===== src/sv/candid_header_type_table_checker_unit_macros.svh =====
// ----------------------------------------------------------------------------
// Assertion macros for the header type table checker
// Clocked, reset-gated wrappers for same-cycle and next-cycle implications.
// ----------------------------------------------------------------------------
`ifndef CANDID_HEADER_TYPE_TABLE_CHECKER_UNIT_MACROS_SVH
`define CANDID_HEADER_TYPE_TABLE_CHECKER_UNIT_MACROS_SVH

// cons must hold in the same cycle as ante
`define CTHC_ASSERT_SAME(label, clk, rst_n, ante, cons, msg) \
  label: assert property (@(posedge clk) disable iff (!rst_n) (ante) |-> (cons)) \
    else $error(msg);

// cons must hold in the cycle after ante
`define CTHC_ASSERT_NEXT(label, clk, rst_n, ante, cons, msg) \
  label: assert property (@(posedge clk) disable iff (!rst_n) (ante) |=> (cons)) \
    else $error(msg);

`endif


===== src/sv/cthc_pkg.sv =====
// ----------------------------------------------------------------------------
// cthc_pkg
// Types, codes and constants shared by the header type table checker.
// ----------------------------------------------------------------------------
package cthc_pkg;

  localparam int MAX_ENTRIES   = 16384;
  localparam int ENTRY_W       = $clog2(MAX_ENTRIES);
  localparam int LEB_MAX_BYTES = 10;
  localparam int LIMIT_W       = 15;
  localparam logic [LIMIT_W-1:0] LIMIT_RESET = 15'd16384;

  // type codes as 64-bit two's complement values
  localparam logic [63:0] T_OPT = 64'hFFFF_FFFF_FFFF_FFEE;
  localparam logic [63:0] T_VEC = 64'hFFFF_FFFF_FFFF_FFED;
  localparam logic [63:0] T_REC = 64'hFFFF_FFFF_FFFF_FFEC;
  localparam logic [63:0] T_VAR = 64'hFFFF_FFFF_FFFF_FFEB;
  localparam logic [63:0] T_MIN = 64'hFFFF_FFFF_FFFF_FFE8;

  typedef enum logic [3:0] {
    PH_MAGIC, PH_TSIZE, PH_CODE, PH_REF, PH_COUNT,
    PH_HASH, PH_FTYPE, PH_ARGC, PH_PAYLOAD, PH_ERROR
  } phase_t;

  typedef enum logic [3:0] {
    ST_BUSY    = 4'd0,
    ST_OK      = 4'd1,
    ST_PAYLOAD = 4'd2,
    ST_TRUNC   = 4'd3,
    ST_MAGIC   = 4'd4,
    ST_RANGE   = 4'd5,
    ST_TYPE    = 4'd6,
    ST_OVF     = 4'd7,
    ST_AFTER   = 4'd8
  } status_t;

  typedef struct packed {
    logic        done;
    logic        ovf;
    logic [63:0] acc;
    logic [3:0]  cnt;
    logic [63:0] value;
  } leb_res_t;

  typedef struct packed {
    status_t     status;
    logic [13:0] table_size;
    logic [15:0] byte_offset;
    logic        in_error;
  } fsm_out_t;

  function automatic logic [7:0] magic_byte(input logic [1:0] pos);
    logic [7:0] b;
    unique case (pos)
      2'd0: b = 8'h44;
      2'd1: b = 8'h49;
      2'd2: b = 8'h44;
      default: b = 8'h4C;
    endcase
    return b;
  endfunction

endpackage


===== src/sv/cthc_leb.sv =====
// ----------------------------------------------------------------------------
// cthc_leb
// One byte step of the (S)LEB128 decoder: accumulate, detect end and overflow.
// ----------------------------------------------------------------------------
module cthc_leb (
  input  logic [63:0]        acc_i,
  input  logic [3:0]         cnt_i,
  input  logic [7:0]         byte_i,
  input  logic               sgn_i,
  output cthc_pkg::leb_res_t res_o
);

  logic [6:0]  shamt;
  logic [6:0]  shamt_next;
  logic [3:0]  cnt_new;
  logic [63:0] contrib;
  logic [63:0] acc_new;
  logic [63:0] sext;

  assign shamt      = 7'(cnt_i) * 7'd7;
  assign cnt_new    = cnt_i + 4'd1;
  assign shamt_next = 7'(cnt_new) * 7'd7;

  // bits beyond 63 fall off
  assign contrib = (shamt < 7'd64) ? ({57'd0, byte_i[6:0]} << shamt[5:0]) : 64'd0;
  assign acc_new = acc_i | contrib;

  // sign extension from bit 6 of the final byte
  assign sext = (sgn_i && byte_i[6] && shamt_next < 7'd64) ?
                (~64'd0 << shamt_next[5:0]) : 64'd0;

  always_comb begin
    res_o.acc   = acc_new;
    res_o.cnt   = cnt_new;
    res_o.done  = !byte_i[7];
    res_o.ovf   = byte_i[7] && (cnt_new >= 4'(cthc_pkg::LEB_MAX_BYTES));
    res_o.value = acc_new | sext;
  end

endmodule


===== src/sv/cthc_hdr_fsm.sv =====
// ----------------------------------------------------------------------------
// cthc_hdr_fsm
// Frame state and per-byte header parsing: magic, table size, entries, argc.
// ----------------------------------------------------------------------------
module cthc_hdr_fsm (
  input  logic                                clk,
  input  logic                                rst_n,
  input  logic                                step_i,
  input  logic [7:0]                          byte_i,
  input  logic                                last_i,
  input  logic [cthc_pkg::LIMIT_W-1:0]        table_limit_i,
  output cthc_pkg::fsm_out_t                  res_o
);

  localparam int EW = cthc_pkg::ENTRY_W;

  cthc_pkg::phase_t  phase_r,  phase_nxt;
  logic [1:0]        magic_r,  magic_nxt;
  logic [63:0]       acc_r,    acc_nxt;
  logic [3:0]        cnt_r,    cnt_nxt;
  logic [EW-1:0]     total_r,  total_nxt;
  logic [EW-1:0]     done_r,   done_nxt;
  logic [63:0]       fields_r, fields_nxt;
  logic [63:0]       hash_r,   hash_nxt;
  logic              hvld_r,   hvld_nxt;
  logic [15:0]       offset_r, offset_nxt;

  cthc_pkg::leb_res_t leb;
  cthc_pkg::status_t  st;
  logic               sgn;
  logic [63:0]        v;
  logic               type_ok;
  logic [EW:0]        done_inc;
  cthc_pkg::phase_t   after_entry;
  logic [63:0]        fields_dec;

  assign sgn = (phase_r == cthc_pkg::PH_CODE) || (phase_r == cthc_pkg::PH_REF) ||
               (phase_r == cthc_pkg::PH_FTYPE);

  cthc_leb u_leb (
    .acc_i  (acc_r),
    .cnt_i  (cnt_r),
    .byte_i (byte_i),
    .sgn_i  (sgn),
    .res_o  (leb)
  );

  assign v          = leb.value;
  assign type_ok    = v[63] ? (v >= cthc_pkg::T_MIN) : (v <= 64'(total_r));
  assign done_inc   = {1'b0, done_r} + (EW+1)'(1);
  assign after_entry = (done_inc >= {1'b0, total_r}) ? cthc_pkg::PH_ARGC
                                                     : cthc_pkg::PH_CODE;
  assign fields_dec = fields_r - 64'd1;

  always_comb begin
    st         = cthc_pkg::ST_BUSY;
    phase_nxt  = phase_r;
    magic_nxt  = magic_r;
    acc_nxt    = acc_r;
    cnt_nxt    = cnt_r;
    total_nxt  = total_r;
    done_nxt   = done_r;
    fields_nxt = fields_r;
    hash_nxt   = hash_r;
    hvld_nxt   = hvld_r;
    offset_nxt = offset_r + 16'd1;

    unique case (phase_r)
      cthc_pkg::PH_ERROR:   st = cthc_pkg::ST_AFTER;
      cthc_pkg::PH_PAYLOAD: st = cthc_pkg::ST_PAYLOAD;
      cthc_pkg::PH_MAGIC: begin
        if (byte_i != cthc_pkg::magic_byte(magic_r)) begin
          phase_nxt = cthc_pkg::PH_ERROR;
          st        = cthc_pkg::ST_MAGIC;
        end else begin
          magic_nxt = magic_r + 2'd1;
          if (magic_r == 2'd3) phase_nxt = cthc_pkg::PH_TSIZE;
        end
      end
      default: begin
        acc_nxt = leb.acc;
        cnt_nxt = leb.cnt;
        if (leb.ovf) begin
          phase_nxt = cthc_pkg::PH_ERROR;
          st        = cthc_pkg::ST_OVF;
        end else if (leb.done) begin
          acc_nxt = 64'd0;
          cnt_nxt = 4'd0;
          if (sgn && !type_ok) begin
            phase_nxt = cthc_pkg::PH_ERROR;
            st        = cthc_pkg::ST_RANGE;
          end else begin
            unique case (phase_r)
              cthc_pkg::PH_TSIZE: begin
                if (v >= 64'(table_limit_i) || v >= 64'(cthc_pkg::MAX_ENTRIES)) begin
                  phase_nxt = cthc_pkg::PH_ERROR;
                  st        = cthc_pkg::ST_RANGE;
                end else begin
                  total_nxt = v[EW-1:0];
                  phase_nxt = (v == 64'd0) ? cthc_pkg::PH_ARGC : cthc_pkg::PH_CODE;
                end
              end
              cthc_pkg::PH_CODE: begin
                if (v == cthc_pkg::T_OPT || v == cthc_pkg::T_VEC) begin
                  phase_nxt = cthc_pkg::PH_REF;
                end else if (v == cthc_pkg::T_REC || v == cthc_pkg::T_VAR) begin
                  phase_nxt = cthc_pkg::PH_COUNT;
                end else begin
                  phase_nxt = cthc_pkg::PH_ERROR;
                  st        = cthc_pkg::ST_TYPE;
                end
              end
              cthc_pkg::PH_REF: begin
                done_nxt  = done_inc[EW-1:0];
                phase_nxt = after_entry;
              end
              cthc_pkg::PH_COUNT: begin
                fields_nxt = v;
                hash_nxt   = 64'd0;
                hvld_nxt   = 1'b0;
                if (v == 64'd0) begin
                  done_nxt  = done_inc[EW-1:0];
                  phase_nxt = after_entry;
                end else begin
                  phase_nxt = cthc_pkg::PH_HASH;
                end
              end
              cthc_pkg::PH_HASH: begin
                if (hvld_r && v <= hash_r) begin
                  phase_nxt = cthc_pkg::PH_ERROR;
                  st        = cthc_pkg::ST_RANGE;
                end else begin
                  hash_nxt  = v;
                  hvld_nxt  = 1'b1;
                  phase_nxt = cthc_pkg::PH_FTYPE;
                end
              end
              cthc_pkg::PH_FTYPE: begin
                fields_nxt = fields_dec;
                if (fields_dec == 64'd0) begin
                  done_nxt  = done_inc[EW-1:0];
                  phase_nxt = after_entry;
                end else begin
                  phase_nxt = cthc_pkg::PH_HASH;
                end
              end
              default: begin
                if (v != 64'd1) begin
                  phase_nxt = cthc_pkg::PH_ERROR;
                  st        = cthc_pkg::ST_RANGE;
                end else begin
                  phase_nxt = cthc_pkg::PH_PAYLOAD;
                  st        = cthc_pkg::ST_OK;
                end
              end
            endcase
          end
        end
      end
    endcase

    res_o.status      = (last_i && st == cthc_pkg::ST_BUSY) ? cthc_pkg::ST_TRUNC : st;
    res_o.table_size  = 14'(done_nxt);
    res_o.byte_offset = offset_r;
    res_o.in_error    = (phase_r == cthc_pkg::PH_ERROR);

    // end of frame: back to a fresh frame
    if (last_i) begin
      phase_nxt  = cthc_pkg::PH_MAGIC;
      magic_nxt  = 2'd0;
      acc_nxt    = 64'd0;
      cnt_nxt    = 4'd0;
      total_nxt  = '0;
      done_nxt   = '0;
      fields_nxt = 64'd0;
      hash_nxt   = 64'd0;
      hvld_nxt   = 1'b0;
      offset_nxt = 16'd0;
    end
  end

  always_ff @(posedge clk) begin
    if (!rst_n) begin
      phase_r  <= cthc_pkg::PH_MAGIC;
      magic_r  <= 2'd0;
      acc_r    <= 64'd0;
      cnt_r    <= 4'd0;
      total_r  <= '0;
      done_r   <= '0;
      fields_r <= 64'd0;
      hash_r   <= 64'd0;
      hvld_r   <= 1'b0;
      offset_r <= 16'd0;
    end else if (step_i) begin
      phase_r  <= phase_nxt;
      magic_r  <= magic_nxt;
      acc_r    <= acc_nxt;
      cnt_r    <= cnt_nxt;
      total_r  <= total_nxt;
      done_r   <= done_nxt;
      fields_r <= fields_nxt;
      hash_r   <= hash_nxt;
      hvld_r   <= hvld_nxt;
      offset_r <= offset_nxt;
    end
  end

endmodule


===== src/sv/candid_header_type_table_checker_unit.sv =====
// ----------------------------------------------------------------------------
// candid_header_type_table_checker_unit
// Byte-stream checker for a serialized message header and its type table.
//
//   channel | dir | payload                                  | transfer when
//   --------+-----+------------------------------------------+----------------
//   in_     | in  | tdata=data_byte, tlast=last_byte         | tvalid & tready
//   out_    | out | tdata=status, table_size, byte_offset    | tvalid & tready
//   cfg_    | in  | wr_data=table_limit                      | wr_en
//
// One byte per cycle sustained while out_tready holds; each byte gives exactly one result.
// A byte passes through the input stage register, then the result register.
// The frame state update sits between those two registers in a single pass.
// Reset (synchronous, rst_n low) empties both stages, clears the frame state
// and sets table_limit to 16384.
// A stalled result holds; an empty input stage still takes one more byte, then
// in_tready drops until the result is taken.
// ----------------------------------------------------------------------------
`include "candid_header_type_table_checker_unit_macros.svh"

module candid_header_type_table_checker_unit (
  input  logic                         clk,
  input  logic                         rst_n,
  // input channel
  input  logic                         in_tvalid,
  output logic                         in_tready,
  input  logic [7:0]                   in_tdata,   // [7:0] data_byte
  input  logic                         in_tlast,   // last_byte
  // result channel
  output logic                         out_tvalid,
  input  logic                         out_tready,
  output logic [39:0]                  out_tdata,  // [3:0] status, [17:4] table_size,
                                                   // [33:18] byte_offset, [39:34] zero
  // configuration
  input  logic                         cfg_wr_en,
  input  logic [cthc_pkg::LIMIT_W-1:0] cfg_wr_data // table_limit
);

  // table size limit register
  logic [cthc_pkg::LIMIT_W-1:0] limit_r;

  always_ff @(posedge clk) begin
    if (!rst_n) begin
      limit_r <= cthc_pkg::LIMIT_RESET;
    end else if (cfg_wr_en) begin
      limit_r <= cfg_wr_data;
    end
  end

  // input stage
  logic       in_valid_r;
  logic [7:0] in_byte_r;
  logic       in_last_r;
  logic       advance;

  // a byte moves on when the result register is free or being emptied
  assign advance   = in_valid_r && (!out_tvalid || out_tready);
  assign in_tready = !in_valid_r || advance;

  always_ff @(posedge clk) begin
    if (!rst_n) begin
      in_valid_r <= 1'b0;
    end else if (in_tready) begin
      in_valid_r <= in_tvalid;
    end
  end

  always_ff @(posedge clk) begin
    if (in_tready && in_tvalid) begin
      in_byte_r <= in_tdata;
      in_last_r <= in_tlast;
    end
  end

  // parser: frame state is stepped once per byte leaving the input stage
  cthc_pkg::fsm_out_t fsm_out;

  cthc_hdr_fsm u_fsm (
    .clk           (clk),
    .rst_n         (rst_n),
    .step_i        (advance),
    .byte_i        (in_byte_r),
    .last_i        (in_last_r),
    .table_limit_i (limit_r),
    .res_o         (fsm_out)
  );

  // result register
  logic        out_valid_r;
  logic [39:0] out_data_r;

  always_ff @(posedge clk) begin
    if (!rst_n) begin
      out_valid_r <= 1'b0;
    end else if (advance) begin
      out_valid_r <= 1'b1;
    end else if (out_tready) begin
      out_valid_r <= 1'b0;
    end
  end

  always_ff @(posedge clk) begin
    if (advance) begin
      out_data_r <= {6'd0, fsm_out.byte_offset, fsm_out.table_size,
                     4'(fsm_out.status)};
    end
  end

  assign out_tvalid = out_valid_r;
  assign out_tdata  = out_data_r;

  // checks
  `CTHC_ASSERT_NEXT(a_stage_hold, clk, rst_n, in_valid_r && !advance, in_valid_r && $stable(in_byte_r) && $stable(in_last_r), "input stage lost a stalled byte")
  `CTHC_ASSERT_SAME(a_ready_empty, clk, rst_n, !in_valid_r, in_tready, "empty input stage refused a transfer")
  `CTHC_ASSERT_SAME(a_err_latch, clk, rst_n, advance && fsm_out.in_error, fsm_out.status == cthc_pkg::ST_AFTER, "latched error did not report after-error")
  `CTHC_ASSERT_NEXT(a_result_shown, clk, rst_n, advance, out_tvalid, "processed byte gave no result")

endmodule

===== config.mk =====
export PLATFORM = sky130hd
export DESIGN_NAME = candid_header_type_table_checker_unit
export DESIGN_NICKNAME = d
export VERILOG_FILES = /design/src/sv/cthc_pkg.sv /design/src/sv/cthc_leb.sv /design/src/sv/cthc_hdr_fsm.sv /design/src/sv/candid_header_type_table_checker_unit.sv
export VERILOG_INCLUDE_DIRS = /design/src /design/src/sv
export SDC_FILE = /design/constraint.sdc
export NUM_CORES = 1
export LEC_CHECK = 0
export ABC_AREA = 1
export BUFFER_PORTS_ARGS = -buffer_cell sky130_fd_sc_hd__buf_2
export CAP_MARGIN = 40
export CORE_ASPECT_RATIO = 1.2
export CORE_UTILIZATION = 45
export DETAILED_ROUTE_END_ITERATION = 10
export PLACE_DENSITY = 0.68
export SLEW_MARGIN = 20
export SYNTH_ARGS = -nofsm -noshare
export SYNTH_HDL_FRONTEND = slang
export SYNTH_HIERARCHICAL = 1
export SYNTH_SLANG_ARGS = --single-unit

===== constraint.sdc =====
create_clock -name clk -period 6.65 [get_ports clk]
set_clock_uncertainty 0.05 [all_clocks]
set_input_delay 0.665 -clock clk [delete_from_list [all_inputs] [get_ports clk]]
set_output_delay 0.665 -clock clk [all_outputs]
set_load 0.02 [all_outputs]

==> results of run 1 <==
critical path, delay by kind of cell (launching register included):
family | cells | cell delay (ns)
DFF | 1 | 0.46
buffers and inverters | 7 | 1.14
xor gates and xnor gates | 1 | 0.15
adders and majority gates | 3 | 0.93
and+or+nand+nor | 15 | 2.46
AOI/OAI and AO/OA | 3 | 0.73
through the flow:
| stage | power (mW) | setup slack (ns) | std cells | utilization (%) | hold WS [ns] |
|---|---|---|---|---|---|
| floorplan | 2.51 | 1.38 | 3632 | - | 0.380 |
| global placement | 2.74 | 0.409 | 4213 | 47.0 | 0.395 |
| detailed placement | 2.74 | 0.344 | 4216 | 47.1 | 0.395 |
| CTS | 4.93 | 0.321 | 4282 | 49.7 | 0.197 |
| global route | 5.09 | 0.0665 | 4286 | 49.9 | 0.205 |
| finish | 4.90 | 0.567 | 4286 | 49.9 | 0.224 |
report_power, final:
group / total [mW] / switching, mW / internal (mW)
clock: 2.18 / 0.886 / 1.29
combinational: 0.797 / 0.579 / 0.218
sequential: 1.93 / 0.0179 / 1.91
total: 4.90 / 1.48 / 3.42
worst max-delay path by stage:
stage                   start                to  slack, ns  cells after the start
3_5_place_dp   u_fsm/cnt_r[1]  u_fsm/hash_r[42]       0.34                     34
4_1_cts        u_fsm/cnt_r[1]  u_fsm/hash_r[23]       0.32                     34
2_1_floorplan  u_fsm/cnt_r[1]  u_fsm/hash_r[15]       1.38                     34
3_3_place_gp   u_fsm/cnt_r[1]  u_fsm/hash_r[53]       0.41                     33
6_report       u_fsm/cnt_r[0]      out_tdata[5]       0.57                     29
5_1_grt        u_fsm/cnt_r[1]     out_tdata[13]       0.07                     29
area by class of cell:
| type | count | area, um^2 |
|---|---|---|
| repair buffers | 117 | 825 |
| flip-flops and latches | 307 | 6580 |
| clock buffers | 51 | 1150 |
| inverters | 449 | 1690 |
| fillers | 5263 | 25100 |
| clock inverters | 15 | 139 |
| well taps | 644 | 806 |
| multi-input cells | 2703 | 13800 |
state kept, by name, indices dropped and copies added (netlist names):
name and cells:
u_fsm/phase_r 4, out_tdata 34, u_fsm/hvld_r 1, u_fsm/offset_r 16, u_fsm/cnt_r 4, out_tvalid 1
limit_r 15, in_byte_r 8, u_fsm/total_r 14, u_fsm/magic_r 2, in_valid_r 1, in_last_r 1
u_fsm/fields_r 64, u_fsm/acc_r 64, u_fsm/hash_r 64, u_fsm/done_r 14
what timing repair did:
| item | CTS | global route |
|---|---|---|
| hold buffers | 0 | 0 |
| endpoints found under the setup margin | 0 | 132 |
| gates resized for setup | 0 | 6 |
| buffers inserted | 0 | 2 |
routing by layer:
metal	part of all wire (%)	vias to the layer above	global-route usage (%)	wire length [um]
li1	-	11900	-	-
met1	43	10900	37.2	32800
met2	46	799	48.4	35600
met3	5.8	174	3.28	4450
met4	5.2	0	15.0	3970
met5	0	-	0	0
==> out/qor.yml, run 1 <==
timing:
  fmax_mhz: 164
  rsz0062_at_grt: "no"
  drv_slew: 0
  layout_min_cycle_time_ns: 6.08
  max-slew-margin-rel_pct: 43.7
  final-hold-violation-count: 0
  finalSetupTns_ns: 0
  worst_pin_slew_ns: 0.845
  post-route-period-util_pct: 91.5
  setup_viol: 0
final_layout:
  area_growth_pct: 9.58
  final_cell_mix: "nand2_1 (936), inv_1 (427), nand3_1 (408)"
  diodes: 0
  fin_area_mm2: 0.0250
  final_common_cell: "nand2_1"
  final_layout_size_suffix_gt1_share_pct: 7.94
  layout.nets: 3780
drt:
  dr_total_vias: 23800
  via_per_inst: 5.55
  wl_mm: 76.8
  drtPass1Iterations: 6
  ant_nets: 0
  wire_per_inst_um: 17.9
  drc_errors: 0
  drt_iter0_markers: 2158
critical_path:
  critPathMaxFanout: 14
  arrival_ns: 6.43
  crit_required_ns: 7.00
  cp-start-kind: "flop"
  cp_slowest_stage_delay_ns: 0.46
  crit_top_cell: "nand2_1"
  ff2ff_setup_slack_ns: 0.57
  critical_path_class: "reg -> reg"
  endpoint_kind: "flop"
  r2r_cells: 29
  slowest_stage: "dfxtp_1"
  rr_endpoint: "out_tdata[5]"
  r2r_start: "u_fsm/cnt_r[0]"
clock_tree:
  cts_buffers: 37
  clk-insertion-delay-late_ns: 0.57
  clock-root-buffer: "clkbuf_16"
  cts_sinks: 307
  cts_buffer_depth: 3
  htreeDepth: 2
  cts_tree: "yes"
  clk_pin_slew_worst_paths_ns: 0.06
global_route:
  global_route.overflow_total: 0
  grt_pass1_wl_mm: 120
  grt_pass1_vias: 22000
  grt_antenna_before_repair: 1
  grt_usage_pct: 29.1
  grt_max_degree: 77
floorplanning:
  fp.coreArea_mm2: 0.0501
  dieWidth_um: 208
  floorplan.die_area_mm2: 0.0516
  initial_core_util_pct: 45.5
  rows: 90
  pin_count: 71
  die-height_um: 249
pwr:
  ir_drop_v: 0.000192
  cellPowerDensity_mw_per_mm2: 196
  power.leakage_nw: 11.2
logic_synthesis:
  netlist_area_mm2: 0.0228
  ys_warn_count: 6
  syn_inst: 3627
  syn_area_per_cell_um2: 6.29
min_path:
  min_to: "in_byte_r[7]"
  hold_depth: 1
  hold_class: "in -> reg"
  min_from: "in_tdata[7]"
placed_design:
  post-dp-hpwl_mm: 56.0
  gp_congestion: 1.00
  placed_area_mm2: 0.0236
  placement.io_buffers: 64
status:
  outcome: "finished clean"
job:
  max-cap-violations: 0
No activity file was read; power rests on OpenSTA's default activity.
==> run 2, diff against run 1 <==
- ABC_AREA: 1 -> default
- clock period: 6.65 -> 7.3 ns (I/O delays scaled with it)
==> run 2 against run 1 <==
Area after synthesis shrank 12%. Sequential cell count is the same. Die area shrank 12%. Maximum frequency shrank 15%. Clock-buffer cell count shrank 2. Largest cell class unchanged. Largest power group unchanged.
==> out/qor.yml, run 2 <==
floorplanning:
  dieWidth_um: 195  # was 208 um
  floorplan.die_area_mm2: 0.0457  # was 0.0516 mm^2
  fp.coreArea_mm2: 0.0440  # was 0.0501 mm^2
  pin_count: 71  # unchanged
  initial_core_util_pct: 45.8  # was 45.5%
  die-height_um: 234  # was 249 um
  rows: 84  # was 90
timing:
  finalSetupTns_ns: 0  # unchanged
  drv_slew: 0  # unchanged
  max-slew-margin-rel_pct: 43.6  # was 43.7%
  setup_viol: 0  # unchanged
  rsz0062_at_grt: "no"  # unchanged
  worst_slack_ns: 0.176  # was 0.567 ns
  hold_ws_ns: 0.275  # was 0.224 ns
  fmax_mhz: 140  # was 164 MHz
  worst_pin_slew_ns: 0.844  # was 0.845 ns
  post-route-period-util_pct: 97.6  # was 91.5%
  final-hold-violation-count: 0  # unchanged
  layout_min_cycle_time_ns: 7.12  # was 6.08 ns
pwr:
  power.leakage_nw: 9.51  # was 11.2 nW
  p_int_mw: 2.94  # was 3.42 mW
  cellPowerDensity_mw_per_mm2: 176  # was 196 mW/mm^2
  pwr-share-clk_pct: 48.4  # was 44.5%
  switching_share_pct: 25.5  # was 30.2%
  power.share.sequential_pct: 44.3  # was 39.3%
  combPwrFrac_pct: 7.3  # was 16.3%
  p_switching_mw: 1.00  # was 1.48 mW
  ir_drop_v: 0.000155  # was 0.000192 V
clock_tree:
  clk-insertion-delay-late_ns: 0.58  # was 0.57 ns
  cts_buffers: 37  # unchanged
  cts_buffer_depth: 3  # unchanged
  clk_pin_slew_worst_paths_ns: 0.06  # about the same
  cts_tree: "yes"  # unchanged
  htreeDepth: 2  # unchanged
  clock-root-buffer: "clkbuf_16"  # unchanged
  cts_sinks: 307  # unchanged
critical_path:
  cp-start-kind: "flop"  # unchanged
  rr_endpoint: "u_fsm/hash_r[28]"  # was out_tdata[5]
  critPathMaxFanout: 49  # was 14
  critical_path_class: "reg -> reg"  # unchanged
  cp.buffers_inverters: 2  # was 7
  cp_top_family: "compound AO/OA/AOI/OAI gates"  # was simple AND/OR/NAND/NOR gates
  cp_cell_sequence: "fa_1 > ha_1 > fa_1 > or4_1 > a311oi_4 > buf_4 > a311o_1 > o21bai_1 > ha_1 > a41oi_1 > o21ai_0 > a221oi_1 > o221ai_1 > nand2_1 > o221a_2 > and2_1 > o31ai_1 > a21oi_4 > buf_12 > a22o_1"
  r2r_start: "u_fsm/cnt_r[1]"  # was u_fsm/cnt_r[0]
  endpoint_kind: "flop"  # unchanged
  slowest_stage: "a311oi_4"  # was dfxtp_1
  cp_slowest_stage_delay_ns: 0.72  # was 0.46 ns
  critPathLaunch: "u_fsm/cnt_r[1]"  # was u_fsm/cnt_r[0]
  cp-endpoint: "u_fsm/hash_r[28]"  # was out_tdata[5]
  crit_required_ns: 7.75  # was 7.00 ns
  cp.depth: 20  # was 29
  arrival_ns: 7.57  # was 6.43 ns
  ff2ff_setup_slack_ns: 0.18  # was 0.57 ns
  r2r_cells: 20  # was 29
final_layout:
  final_common_cell: "nor2_1"  # was nand2_1
  reg_top3: "u_fsm/acc_r (64), u_fsm/fields_r (64), u_fsm/hash_r (64)"  # unchanged
  final.fill_count: 4098  # was 5263
  area_growth_pct: 11.3  # was 9.58%
  final_layout_size_suffix_gt1_share_pct: 11.3  # was 7.94%
  seqCellArea_mm2: 0.00658  # about the same
  diodes: 0  # unchanged
  final_cell_mix: "nor2_1 (292), dfxtp_1 (261), a21oi_1 (142)"  # was nand2_1 (936), inv_1 (427), nand3_1 (408)
  layout.nets: 2625  # was 3780
  multiInputGateArea_mm2: 0.0125  # was 0.0138 mm^2
drt:
  drtPass1Iterations: 6  # unchanged
  drt_iter0_markers: 1693  # was 2158
  wire_per_inst_um: 21.8  # was 17.9 um
  ant_nets: 0  # unchanged
  dr_total_vias: 19200  # was 23800
  via_per_inst: 6.31  # was 5.55
  drc_errors: 0  # unchanged
  wl_mm: 66.6  # was 76.8 mm
status:
  outcome: "finished clean"  # unchanged
logic_synthesis:
  ys_warn_count: 6  # unchanged
  netlist_area_mm2: 0.0202  # was 0.0228 mm^2
  syn_inst: 2444  # was 3627
  syn_area_per_cell_um2: 8.25  # was 6.29 um^2
global_route:
  grt_usage_pct: 28.9  # was 29.1%
  grt_pass1_vias: 18300  # was 22000
  grt_max_degree: 74  # was 77
  grt_antenna_before_repair: 1  # unchanged
  grt_pass1_wl_mm: 104  # was 120 mm
  global_route.overflow_total: 0  # unchanged
placed_design:
  post-dp-hpwl_mm: 48.2  # was 56.0 mm
  gp_congestion: 0.978  # was 1.00
  dp_slack_ns: 0.153  # was 0.344 ns
  placement.io_buffers: 64  # unchanged
job:
  max-cap-violations: 0  # unchanged
min_path:
  hold_class: "in -> reg"  # unchanged
[run 2: cell count changes in the layout (fill, tap and decap cells not counted), sizes merged, moves of 56 or more]
cell,previous run,this run
a21o,2,85
a21oi,348,147
a22o,0,69
a22oi,1,86
inv,451,142
nand2,951,127
nand3,416,64
nor2,405,294
o21ai,144,88
[run 2: power groups by stage]
stage	Clock, mW	Combinational (mW)	Sequential, mW
finish	1.91	0.289	1.74
global route	2.00	0.312	1.75
CTS	1.94	0.285	1.74
detailed placement	0	0.283	1.78
global placement	0	0.277	1.78
floorplan	0	0.185	1.79
[run 2: how the worst min path moves through the flow]
stage                                  start                end  slack (ns)  depth (start not counted)
after floorplan           u_fsm/offset_r[15]      out_tdata[33]        0.38                          0
after global placement     u_fsm/total_r[10]  u_fsm/total_r[10]        0.39                          2
after detailed placement    u_fsm/total_r[3]   u_fsm/total_r[3]        0.40                          2
after CTS                           in_tlast          in_last_r        0.26                          1
after global routing                in_tlast          in_last_r        0.27                          1
final                               in_tlast          in_last_r        0.28                          1
[run 2: routing by layer]
| layer | GRT usage [%] | part of all wire, % | vias up |
|---|---|---|---|
| met5 | 0 | 0 | - |
| met4 | 15.1 | 5.5 | 0 |
| met3 | 4.42 | 7.4 | 216 |
| met2 | 48.7 | 47 | 874 |
| met1 | 35.7 | 40 | 9130 |
| li1 | - | - | 9013 |
[run 2: metrics by stage]
| stage | instance area [um^2] | util, % | cells | total power, mW |
|---|---|---|---|---|
| after floorplan | 20200 | - | 2449 | 1.97 |
| after global placement | 21100 | 47.8 | 2974 | 2.06 |
| after detailed placement | 21100 | 48.0 | 2978 | 2.06 |
| after CTS | 22400 | 50.8 | 3046 | 3.97 |
| after global routing | 22400 | 51.0 | 3048 | 4.06 |
| final | 22400 | 51.0 | 3048 | 3.94 |
[run 2: repair_timing]
action	in CTS	in global routing
endpoints found under the setup margin	0	168
hold buffers	0	0
buffers inserted	0	0
resized for setup	0	10
[run 2: layout make-up]
type,instances,share of cell area [%]
inverter,141,2.37
timing repair buffer,131,4.12
clock inverter,19,0.920
tap,559,3.12
sequential,307,29.3
multi-input combinational,1842,55.6
clock buffer,49,4.59
